$ cat src/rtl/core/rau_pkg.sv
`default_nettype none
// ----------------------------------------------------------------------------
// rau_pkg: shared types and constants of the rational arithmetic unit
// Operation codes, status codes and the descriptor passed front to back.
// ----------------------------------------------------------------------------
package rau_pkg;

    localparam int unsigned RAU_WIDTH = 32;
    localparam int unsigned MAG_W     = 64;   // exact product magnitude

    localparam logic [2:0] MODE_ADD   = 3'd0;
    localparam logic [2:0] MODE_SUB   = 3'd1;
    localparam logic [2:0] MODE_MUL   = 3'd2;
    localparam logic [2:0] MODE_DIV   = 3'd3;
    localparam logic [2:0] MODE_NORM  = 3'd4;
    localparam logic [2:0] MODE_EQ    = 3'd5;

    localparam logic [1:0] ST_OK      = 2'd0;
    localparam logic [1:0] ST_ZERO    = 2'd1;
    localparam logic [1:0] ST_OVF     = 2'd2;

    // classified job handed from the front to the back
    typedef struct packed {
        logic              err;    // zero denominator or bad mode
        logic              eq;     // equality test: two reductions
        logic              nneg;
        logic [MAG_W-1:0]  nmag;
        logic              dneg;
        logic [MAG_W-1:0]  dmag;
        logic              n2neg;  // second fraction for equality test
        logic [MAG_W-1:0]  n2mag;
        logic              d2neg;
        logic [MAG_W-1:0]  d2mag;
    } rau_job_t;

endpackage : rau_pkg
`default_nettype wire

$ cat src/rtl/core/rau_queue.sv
`default_nettype none
// ----------------------------------------------------------------------------
// rau_queue: two-entry job queue
// Decouples the front from the back; registered outputs both ways.
// ----------------------------------------------------------------------------
module rau_queue
    import rau_pkg::*;
(
    input  wire logic  clk,
    input  wire logic  rst_n,
    input  wire logic  wr_valid,
    output logic       wr_ready,
    input  rau_job_t   wr_job,
    output logic       rd_valid,
    input  wire logic  rd_ready,
    output rau_job_t   rd_job
);

    rau_job_t   mem_reg [2];
    logic       wp_reg, rp_reg;
    logic [1:0] cnt_reg;

    assign wr_ready = (cnt_reg != 2'd2);
    assign rd_valid = (cnt_reg != 2'd0);
    assign rd_job   = mem_reg[rp_reg];

    always_ff @(posedge clk or negedge rst_n)
    begin
        if (!rst_n)
        begin
            wp_reg  <= 1'b0;
            rp_reg  <= 1'b0;
            cnt_reg <= 2'd0;
        end
        else
        begin
            if (wr_valid && wr_ready) wp_reg <= ~wp_reg;
            if (rd_valid && rd_ready) rp_reg <= ~rp_reg;
            cnt_reg <= cnt_reg + 2'(wr_valid && wr_ready) - 2'(rd_valid && rd_ready);
        end
    end

    always_ff @(posedge clk)
    begin
        if (wr_valid && wr_ready)
            mem_reg[wp_reg] <= wr_job;
    end

endmodule : rau_queue
`default_nettype wire

$ cat config.mk
export PLATFORM = sky130hd
export DESIGN_NAME = rau_queue
export DESIGN_NICKNAME = d
export VERILOG_FILES = /design/src/rtl/core/rau_pkg.sv /design/src/rtl/core/rau_queue.sv
export SDC_FILE = /design/constraint.sdc
export NUM_CORES = 1
export LEC_CHECK = 0
export ABC_AREA = 1
export ABC_CLOCK_PERIOD_IN_PS = 14200
export BUFFER_PORTS_ARGS = -buffer_cell sky130_fd_sc_hd__buf_4
export CAP_MARGIN = 20
export CORE_MARGIN = 2
export CORE_UTILIZATION = 45
export DETAILED_ROUTE_END_ITERATION = 12
export GPL_TIMING_DRIVEN = 1
export PLACE_DENSITY = 0.7
export SLEW_MARGIN = 20
export SYNTH_ARGS = -nofsm -noshare
export SYNTH_HDL_FRONTEND = slang
export SYNTH_SLANG_ARGS = --single-unit
$ cat constraint.sdc
create_clock -name clk -period 14.2 [get_ports clk]
set_clock_uncertainty 0.05 [all_clocks]
set_input_delay 1.42 -clock clk [delete_from_list [all_inputs] [get_ports clk]]
set_output_delay 1.42 -clock clk [all_outputs]
set_load 0.05 [all_outputs]
==> results.py <==
metrics = {
    "detailed_routing": {
        "wl_per_cell_um": 18.6,
        "drtAntennaViolNets": 0,
        "viasPerCell": 4.87,
        "wl_um": 46900,
        "first_iter_violations": 856,
        "drcViolationCount": 0,
        "vias": 12253,
        "firstDrtPassIters": 7,
    },
    "timing": {
        "fin_crit_sh_pct": 33.5,
        "slew_violations": 0,
        "rsz0062_at_grt": "no",
        "finalHoldViolCount": 0,
        "max_freq_mhz": 210,
        "setup-violations-final": 0,
        "tns_ps": 0,
        "finalCriticalPeriod_ps": 4760,
        "holdWs_ps": 435,
        "tightest_slew_ps": 1080,
        "finalWorstSetupSlack_ps": 9440,
        "slew_headroom_pct": 28.3,
    },
    "synthesis": {
        "netlist_instances": 1400,
        "seq_area_frac_synth_pct": 82.3,
        "synth_top_family_by_area": "simple AND/OR/NAND/NOR gates",
        "synth_seq_cells": 528,
        "yosysWarnings": 0,
        "muxShareOfSynthArea_pct": 0,
        "synth_area_um2": 19200,
        "synth_area_per_cell_um2": 13.7,
        "synth_compound_area_share_pct": 0,
        "synthDistinctLibCells": 10,
        "yosys.area_share.xor_xnor_pct": 0,
        "yosys.area_share.adder_pct": 0.130,
        "synthSimpleGateAreaFrac_pct": 15.7,
        "syn-num-nets": 1668,
    },
    "clocking": {
        "path_clk_slew_ps": 60,
        "cts_buffer_depth": 3,
        "cts_tree": "done",
        "ctsResizeCount": 0,
        "h-tree-depth": 2,
        "clk_latency_ps": 580,
        "postCtsSetupBuffers": 0,
        "cts_root_buffer": "clkbuf_16",
        "cts.sinks": 528,
        "cts_buffers": 52,
        "ctsHoldBuffers": 0,
    },
    "grt": {
        "overflow": 0,
        "grt_first_pass_wirelength_um": 69000,
        "antenna_found_initial": 1,
        "grt_max_degree": 115,
        "grt_usage_pct": 20.6,
        "grt_pass1_vias": 12171,
    },
    "finish": {
        "area_growth_syn_to_layout_pct": 31.1,
        "nets": 2204,
        "stdcell_area_um2": 25200,
        "fill_cells": 3198,
        "final_common_cell": "nand2_1",
        "drive_gt1_share_pct": 30.8,
        "largest_reg_flops": 524,
        "final_cells": 2516,
        "post-route-util_pct": 60.0,
        "final_cell_mix": "799 x nand2_1, 540 x buf_4, 524 x edfxtp_1, 53 x clkbuf_16, 17 x clkbuf_1",
    },
    "power": {
        "peakVddDrop_mv": 0.219,
        "finalPower_mw": 6.55,
        "leakagePower_nw": 10.7,
        "p_per_area_nw_per_um2": 260,
    },
    "worst_setup_path": {
        "critPathArrivalTime_ps": 3290,
        "r2r_start": "cnt_reg[0]$_DFF_PN0_",
        "reg2reg_depth": 6,
        "cp-end-kind": "output pin",
        "critical-path-max-stage-delay_ps": 860,
        "cp.required_ps": 12730,
        "crit_path_max_fanout": 90,
        "r2r-end": "mem_reg[1][152]$_DFFE_PP_",
        "worstSetupStartpoint": "rp_reg$_DFFE_PN0P_",
        "path_cells": "buf_4 -> buf_4 -> nand2_1 -> nand2_1 -> buf_4",
        "start_kind": "flop",
        "crit_path_frequent_cell": "buf_4",
        "cp_slowest_cell": "buf_4",
        "crit_type": "reg2out",
        "reg2reg_slack_ps": 10720,
    },
    "job": {
        "cap_violations": 0,
    },
    "placement": {
        "gp_congestion": 0.849,
        "place_ws_ps": 9840,
        "placed_cells": 2421,
        "port_buffers": 529,
        "dp_hpwl_um": 31100,
        "dpl_cell_area_um2": 23700,
    },
    "floorplan": {
        "die_h_um": 211,
        "core-area_um2": 42000,
        "die_x_um": 211,
        "initial_core_util_pct": 45.8,
        "num_io_pins": 530,
        "dieArea_um2": 44400,
        "rows": 75,
    },
    "status": {
        "status": "finished clean",
    },
    "worst_hold_path": {
        "hold_path.class": "reg2reg",
        "whs_path_depth": 2,
        "hold_path_startpoint": "wp_reg$_DFFE_PN0N_",
        "hold-path-endpoint": "wp_reg$_DFFE_PN0N_",
    },
}
area by class of cell:
cell class                 count  area (um2)  area share [%]
sequential                   528       15800            62.8
inverter                       9        48.8           0.193
antenna                        1        2.50         0.00992
multi-input combinational    805        3050            12.1
clock buffer                  70        1390            5.51
tap                          539         674            2.67
clock inverter                24         160           0.635
timing repair buffer         540        4050            16.1
cell families after synthesis:
| family | Yosys count |
|---|---|
| adders and majority gates | 2 |
| buffers and inverters | 67 |
| DFF | 528 |
| and+or+nand+nor | 803 |
critical path: cells and delay by family (launching register included):
kind	cells	cell delay, ps
buf+inv	3	1860
flops	1	440
simple gates	2	290
how the worst max path moves through the flow:
stage                                     end  slack (ps)
finish                            rd_job[150]        9440
floorplan             mem_reg[1][0]$_DFFE_PP_         880
global route                      rd_job[162]        9250
CTS                               rd_job[150]        9370
detailed placement  mem_reg[1][101]$_DFFE_PP_        9840
global placement    mem_reg[1][102]$_DFFE_PP_        9840
per-layer routing:
| metal | up-vias | routed length (um) | share of wire, % | global-route usage [%] |
|---|---|---|---|---|
| met2 | 539 | 22900 | 49 | 34.2 |
| met3 | 95 | 5090 | 11 | 8.03 |
| met4 | 0 | 1720 | 3.7 | 8.21 |
| met5 | - | 0 | 0 | 0 |
| met1 | 5819 | 17200 | 37 | 24.0 |
| li1 | 5800 | - | - | - |
power breakdown:
group / internal (mW) / switching, mW / total [mW]
registers: 2.13 / 0.0742 / 2.20
logic: 0.731 / 2.35 / 3.08
clock network: 0.719 / 0.542 / 1.26
cells in the mapped netlist:
master | number | area share, %
buf_4 | 16 | 0.62
nor2_1 | 1 | 0.019
nand2_1 | 799 | 16
inv_1 | 8 | 0.16
dfrtp_1 | 4 | 0.52
buf_2 | 42 | 1.1
nand3_1 | 3 | 0.078
inv_2 | 1 | 0.019
ha_1 | 2 | 0.13
edfxtp_1 | 524 | 82
(Power assumes the default switching activity.)
