===== src/rtl/core/rau_pkg.sv =====
`default_nettype none
// ----------------------------------------------------------------------------
// rau_pkg: shared types and constants of the rational arithmetic unit
// Operation codes, status codes and the descriptor passed front to back.
// ----------------------------------------------------------------------------
package rau_pkg;

    localparam int unsigned RAU_WIDTH = 32;
    localparam int unsigned MAG_W     = 64;   // exact product magnitude

    localparam logic [2:0] MODE_ADD   = 3'd0;
    localparam logic [2:0] MODE_SUB   = 3'd1;
    localparam logic [2:0] MODE_MUL   = 3'd2;
    localparam logic [2:0] MODE_DIV   = 3'd3;
    localparam logic [2:0] MODE_NORM  = 3'd4;
    localparam logic [2:0] MODE_EQ    = 3'd5;

    localparam logic [1:0] ST_OK      = 2'd0;
    localparam logic [1:0] ST_ZERO    = 2'd1;
    localparam logic [1:0] ST_OVF     = 2'd2;

    // classified job handed from the front to the back
    typedef struct packed {
        logic              err;    // zero denominator or bad mode
        logic              eq;     // equality test: two reductions
        logic              nneg;
        logic [MAG_W-1:0]  nmag;
        logic              dneg;
        logic [MAG_W-1:0]  dmag;
        logic              n2neg;  // second fraction for equality test
        logic [MAG_W-1:0]  n2mag;
        logic              d2neg;
        logic [MAG_W-1:0]  d2mag;
    } rau_job_t;

endpackage : rau_pkg
`default_nettype wire


===== src/rtl/core/rau_back.sv =====
`default_nettype none
// ----------------------------------------------------------------------------
// rau_back: reduction engine
// Binary gcd, two restoring divisions, range check and result register.
// ----------------------------------------------------------------------------
module rau_back
    import rau_pkg::*;
#(
    parameter int unsigned WIDTH = RAU_WIDTH
)
(
    input  wire logic         clk,
    input  wire logic         rst_n,
    input  wire logic         job_valid,
    output logic              job_ready,
    input  rau_job_t          job,
    output logic              out_valid,
    input  wire logic         out_ready,
    output logic [31:0]       res_num,
    output logic [30:0]       res_den,
    output logic              is_equal,
    output logic [1:0]        status
);

    localparam int unsigned SH_W = $clog2(MAG_W) + 1;
    localparam int unsigned DC_W = $clog2(MAG_W);

    typedef enum logic [7:0] {
        B_IDLE  = 8'b0000_0001,
        B_GCD   = 8'b0000_0010,
        B_DIVN  = 8'b0000_0100,
        B_DIVD  = 8'b0000_1000,
        B_NEXT  = 8'b0001_0000,
        B_CHECK = 8'b0010_0000,
        B_LOAD  = 8'b0100_0000,
        B_OUT   = 8'b1000_0000
    } bstate_t;

    bstate_t          state_reg, state_next;
    rau_job_t         job_reg;
    logic             second_reg;     // working on the second fraction
    logic             neg_reg;
    logic [MAG_W-1:0] n_reg, d_reg;   // current fraction
    logic [MAG_W-1:0] u_reg, v_reg;   // gcd operands
    logic [SH_W-1:0]  k_reg;          // common power of two
    logic [MAG_W-1:0] g_reg;
    logic [MAG_W-1:0] q_reg, r_reg, dvd_reg;
    logic [DC_W-1:0]  cnt_reg;
    logic [MAG_W-1:0] rn_reg, rd_reg; // reduced numerator, denominator
    logic             x_neg_reg;
    logic [MAG_W-1:0] x_n_reg, x_d_reg;
    logic [31:0]      res_num_reg;
    logic [30:0]      res_den_reg;
    logic             eq_reg;
    logic [1:0]       status_reg;

    assign job_ready = (state_reg == B_IDLE);
    assign out_valid = (state_reg == B_OUT);
    assign res_num   = res_num_reg;
    assign res_den   = res_den_reg;
    assign is_equal  = eq_reg;
    assign status    = status_reg;

    // one restoring-division step on the current divisor g_reg
    logic [MAG_W:0]   rem_sh;
    logic             q_bit;
    always_comb
    begin
        rem_sh = {r_reg, dvd_reg[MAG_W-1]};
        q_bit  = (rem_sh >= {1'b0, g_reg});
    end

    logic [MAG_W-1:0] uv_diff;
    assign uv_diff = (u_reg > v_reg) ? (u_reg - v_reg) : (v_reg - u_reg);

    // range check of the reduced result
    localparam logic [MAG_W-1:0] HALF = MAG_W'(1) << (WIDTH - 1);
    logic ovf;
    assign ovf = (rn_reg > (neg_reg ? HALF : HALF - 1'b1)) || (rd_reg > HALF - 1'b1);

    logic [MAG_W-1:0] sn;
    assign sn = neg_reg ? (~rn_reg + 1'b1) : rn_reg;

    always_comb
    begin
        state_next = state_reg;
        unique case (state_reg)
            B_IDLE:  if (job_valid) state_next = B_LOAD;
            B_LOAD:
            begin
                if (job_reg.err)        state_next = B_CHECK;
                else if (n_reg == '0)   state_next = B_NEXT;
                else                    state_next = B_GCD;
            end
            B_GCD:   if (u_reg == v_reg) state_next = B_DIVN;
            B_DIVN:  if (cnt_reg == '1) state_next = B_DIVD;
            B_DIVD:  if (cnt_reg == '1) state_next = B_NEXT;
            B_NEXT:  state_next = (job_reg.eq && !second_reg) ? B_LOAD : B_CHECK;
            B_CHECK: state_next = B_OUT;
            B_OUT:   if (out_ready) state_next = B_IDLE;
            default: state_next = B_IDLE;
        endcase
    end

    always_ff @(posedge clk or negedge rst_n)
    begin
        if (!rst_n)
            state_reg <= B_IDLE;
        else
            state_reg <= state_next;
    end

    always_ff @(posedge clk)
    begin
        unique case (state_reg)
            B_IDLE:
            begin
                job_reg    <= job;
                second_reg <= 1'b0;
                neg_reg    <= job.nneg ^ job.dneg;
                n_reg      <= job.nmag;
                d_reg      <= job.dmag;
            end
            B_LOAD:
            begin
                u_reg <= n_reg;
                v_reg <= d_reg;
                k_reg <= '0;
                if (n_reg == '0)
                begin
                    rn_reg  <= '0;
                    rd_reg  <= MAG_W'(1);
                    neg_reg <= 1'b0;
                end
            end
            B_GCD:
            begin
                // binary gcd: strip common twos, then subtract
                if (u_reg == v_reg)
                begin
                    g_reg   <= u_reg << k_reg;
                    cnt_reg <= '0;
                    r_reg   <= '0;
                    dvd_reg <= n_reg;
                end
                else if (!u_reg[0] && !v_reg[0])
                begin
                    u_reg <= u_reg >> 1;
                    v_reg <= v_reg >> 1;
                    k_reg <= k_reg + 1'b1;
                end
                else if (!u_reg[0])
                    u_reg <= u_reg >> 1;
                else if (!v_reg[0])
                    v_reg <= v_reg >> 1;
                else
                begin
                    u_reg <= (u_reg > v_reg) ? uv_diff : u_reg;
                    v_reg <= (u_reg > v_reg) ? v_reg : uv_diff;
                end
            end
            B_DIVN, B_DIVD:
            begin
                q_reg   <= {q_reg[MAG_W-2:0], q_bit};
                cnt_reg <= cnt_reg + 1'b1;
                if (cnt_reg == '1)
                begin
                    // last step: prime the second division
                    r_reg   <= '0;
                    dvd_reg <= d_reg;
                    if (state_reg == B_DIVN)
                        rn_reg <= {q_reg[MAG_W-2:0], q_bit};
                    else
                        rd_reg <= {q_reg[MAG_W-2:0], q_bit};
                end
                else
                begin
                    r_reg   <= q_bit ? MAG_W'(rem_sh - {1'b0, g_reg}) : rem_sh[MAG_W-1:0];
                    dvd_reg <= dvd_reg << 1;
                end
            end
            B_NEXT:
            begin
                // equality mode, first pass: keep the first reduced fraction, load the second
                second_reg <= 1'b1;
                if (job_reg.eq && !second_reg)
                begin
                    x_neg_reg <= neg_reg;
                    x_n_reg   <= rn_reg;
                    x_d_reg   <= rd_reg;
                    neg_reg   <= job_reg.n2neg ^ job_reg.d2neg;
                    n_reg     <= job_reg.n2mag;
                    d_reg     <= job_reg.d2mag;
                end
            end
            B_CHECK:
            begin
                if (job_reg.err)
                begin
                    status_reg  <= ST_ZERO;
                    res_num_reg <= '0;
                    res_den_reg <= '0;
                    eq_reg      <= 1'b0;
                end
                else if (job_reg.eq)
                begin
                    status_reg  <= ST_OK;
                    res_num_reg <= '0;
                    res_den_reg <= '0;
                    eq_reg      <= (x_neg_reg == neg_reg) && (x_n_reg == rn_reg) &&
                                   (x_d_reg == rd_reg);
                end
                else if (ovf)
                begin
                    status_reg  <= ST_OVF;
                    res_num_reg <= '0;
                    res_den_reg <= '0;
                    eq_reg      <= 1'b0;
                end
                else
                begin
                    status_reg  <= ST_OK;
                    res_num_reg <= 32'(signed'(sn[WIDTH-1:0]));
                    res_den_reg <= 31'(rd_reg[WIDTH-1:0]);
                    eq_reg      <= 1'b0;
                end
            end
            default: ;
        endcase
    end

endmodule : rau_back
`default_nettype wire


===== config.mk =====
export PLATFORM = sky130hd
export DESIGN_NAME = rau_back
export DESIGN_NICKNAME = d
export VERILOG_FILES = /design/src/rtl/core/rau_pkg.sv /design/src/rtl/core/rau_back.sv
export SDC_FILE = /design/constraint.sdc
export NUM_CORES = 2
export LEC_CHECK = 0
export BUFFER_PORTS_ARGS = -buffer_cell sky130_fd_sc_hd__buf_4
export CAP_MARGIN = 10
export CORE_MARGIN = 3
export CORE_UTILIZATION = 45
export CTS_BUF_LIST = sky130_fd_sc_hd__clkbuf_4 sky130_fd_sc_hd__clkbuf_8
export DETAILED_ROUTE_END_ITERATION = 8
export PLACE_DENSITY = 0.68
export SYNTH_ARGS = -nofsm -noshare
export SYNTH_HDL_FRONTEND = slang
export SYNTH_SLANG_ARGS = --single-unit

===== constraint.sdc =====
create_clock -name clk -period 18.65 [get_ports clk]
set_clock_uncertainty 0.05 [all_clocks]
set_input_delay 3.73 -clock clk [delete_from_list [all_inputs] [get_ports clk]]
set_output_delay 3.73 -clock clk [all_outputs]
set_load 0.03 [all_outputs]

==> out/qor.yml <==
status:
  status: "complete, no violations"
flow_run:
  cap_violations: 0
worst_hold_path:
  holdPathStages: 0
  hp-class: "flip-flop to flip-flop"
  holdCritStartpoint: "q_reg[47]"
clock_tree:
  cts.reportedPaths.clkPinSlew_ps: 60
  htreeDepth: 4
  cts-resized-gates: 0
  cts_buffers: 166
  post_cts_buffers: 0
  clk_latency_ps: 940
  root_buffer: "clkbuf_8"
  cts.sinks: 989
  cts_hold_buffers: 0
  cts_tree: "yes"
  clockBufferDepth: 3
global_routing:
  overflow: 0
  grt_max_degree: 125
  grt_pass1_vias: 41858
  grt_pass1_wl_mm: 258.9
  antenna_found_initial: 2
  gr-usage-all-layers_pct: 26.58
final_layout:
  fin_nets: 6176
  largest_reg_flops: 132
  fillers: 10984
  drive_gt1_share_pct: 13.01
  final_cell_mix: "981 x edfxtp_1, 868 x nand2_1, 558 x nor2_1"
  final_common_cell: "edfxtp_1"
  final_util_pct: 51.52
  stdcell_area_mm2: 0.06312
  final_cells: 7437
  area_delta_synth_final_pct: 13.13
yosys:
  async_flop_share_pct: 0.8089
  avgSynthCellArea_um2: 10.29
  synth_area_mm2: 0.05579
  ys_seq_area_share_pct: 53.16
  synth_seq_cells: 989
  synth_enable_flop_cells: 981
  syn_nets: 5919
  yosysWarnings: 0
  synth_flop_cell: "edfxtp_1"
  synthCells: 5423
  ys_types: 91
sta:
  finalHoldViolCount: 0
  rsz0062_at_grt: "no"
  tightestPinTransition_ps: 1076
  period_minus_slack_ps: 6649
  finalSetupTns_ps: 0
  slew_violations: 0
  setup_viol_count_final: 0
  holdWs_ps: 365.2
  post-route-period-util_pct: 35.65
  relSlewSlack_pct: 28.01
  fmax_ghz: 0.1504
worst_setup_path:
  crit_path_top_delay_cell: "nor4_1"
  worst_ep_arrival_time_ps: 2870
  path_cells: "nor4_1, and2_1, nand3b_1, inv_6, buf_4"
  r2r_end: "v_reg[45]"
  cp.required_ps: 14870
  path_buf_inv: 2
  critPathKind: "flip-flop to output port"
  cp-start-kind: "flip-flop"
  crit_end: "job_ready"
  cp-end-kind: "output port"
  max_stage_delay_ps: 460
  reg2reg_from: "u_reg[0]"
  crit_cells: 5
  rrSetupSlack_ps: 12880
  crit_family: "simple AND/OR/NAND/NOR gates"
  reg2reg_depth: 14
  cp_max_fo: 6
  startpoint: "state_reg[3]"
place:
  dp_hpwl_mm: 126.9
  io_buffers: 333
  dpl-instance-area_mm2: 0.05972
  gp_congestion: 1.008
  dp_cells: 7137
routing:
  route.met2.wl_mm: 79.00
  vias: 43314
  finalWirelength_mm: 172.9
  route.detailed.drc: 0
  drt-vias-per-instance: 5.824
  met3_length_mm: 13.16
  dr.pass1.iters: 7
  met1_length_mm: 75.11
  top_layer: "met5"
  drtIter0Drc: 4382
  antenna_left: 0
  wl_per_cell_um: 23.25
power:
  p_per_area_mw_per_mm2: 141.4
  ir_drop_v: 0.0001358
  switchingPower_w: 0.003667
  p_leak_nw: 24.24
  swShare_pct: 41.09
  pwr-share-clk_pct: 22.5
  seqPwrFrac_pct: 37.2
  p_comb_share_pct: 40.3
  intPower_w: 0.005257
floorplan:
  die_h_um: 358.1
  dieWidth_um: 358.1
  num_rows: 128
  fp.dieArea_mm2: 0.1283
  core_mm2: 0.1225
  initial_core_util_pct: 45.54
  ios: 334
-- power groups by stage --
stage / Sequential [W] / Combinational [W] / Clock, W
floorplan: 0.00330 / 0.00240 / 0
global placement: 0.00334 / 0.00353 / 0
detailed placement: 0.00336 / 0.00352 / 0
CTS: 0.00332 / 0.00354 / 0.00205
global route: 0.00336 / 0.00388 / 0.00216
finish: 0.00332 / 0.00359 / 0.00201
-- per-layer routing --
layer | global-route usage (%) | up-vias
li1 | - | 20177
met1 | 37.03 | 21045
met2 | 41.68 | 1802
met3 | 5.045 | 288
met4 | 9.228 | 2
met5 | 0 | -
-- worst min path at each step --
stage	end	slack, ps
finish	q_reg[48]	370
CTS	q_reg[48]	390
detailed placement	q_reg[10]	380
floorplan	q_reg[10]	370
global route	q_reg[15]	400
global placement	q_reg[52]	370
-- area by class of cell --
type | count | area, um^2 | share of cell area [%]
repair buffers | 389 | 2945 | 4.666
well taps | 1625 | 2033 | 3.221
multi-input cells | 3816 | 23870 | 37.82
diodes | 3 | 7.507 | 0.01189
inverters | 318 | 1209 | 1.915
flip-flops and latches | 989 | 29660 | 46.99
clock inverters | 83 | 737.0 | 1.168
clock buffers | 214 | 2658 | 4.210
-- per-stage QoR --
stage,worst slack [ps],power [W]
2_1_floorplan,6331,0.005703
3_3_place_gp,13050,0.006870
3_5_place_dp,12940,0.006877
4_1_cts,11930,0.008910
5_1_grt,11870,0.009399
6_report,12000,0.008924
-- synthesized netlist by cell type (all sizes together) (59+ instances only) --
cell type,number,area [um^2]
edfxtp,981,29460
nand2,871,3274
nor2,561,2113
a21oi,345,1727
inv,317,1190
clkbuf,247,927.1
o21ai,246,1235
ha,227,2840
xnor2,157,1375
xor2,124,1086
a21o,102,765.7
a31oi,100,625.6
mux2i,92,920.9
nand4,81,506.7
a221oi,79,715.7
nor3,79,395.4
and2,75,469.2
nor4,59,369.1
o21bai,59,442.9
-- logic make-up after synthesis --
group                    synth area share [%]
AO/OA/AOI/OAI                           14.07
adder cells (fa/ha/maj)                 5.198
flip-flops                              53.16
AND/OR/NAND/NOR                         15.12
XOR/XNOR                                4.411
buffers and inverters                   4.288
multiplexers                            3.749
(Power assumes the default switching activity.)
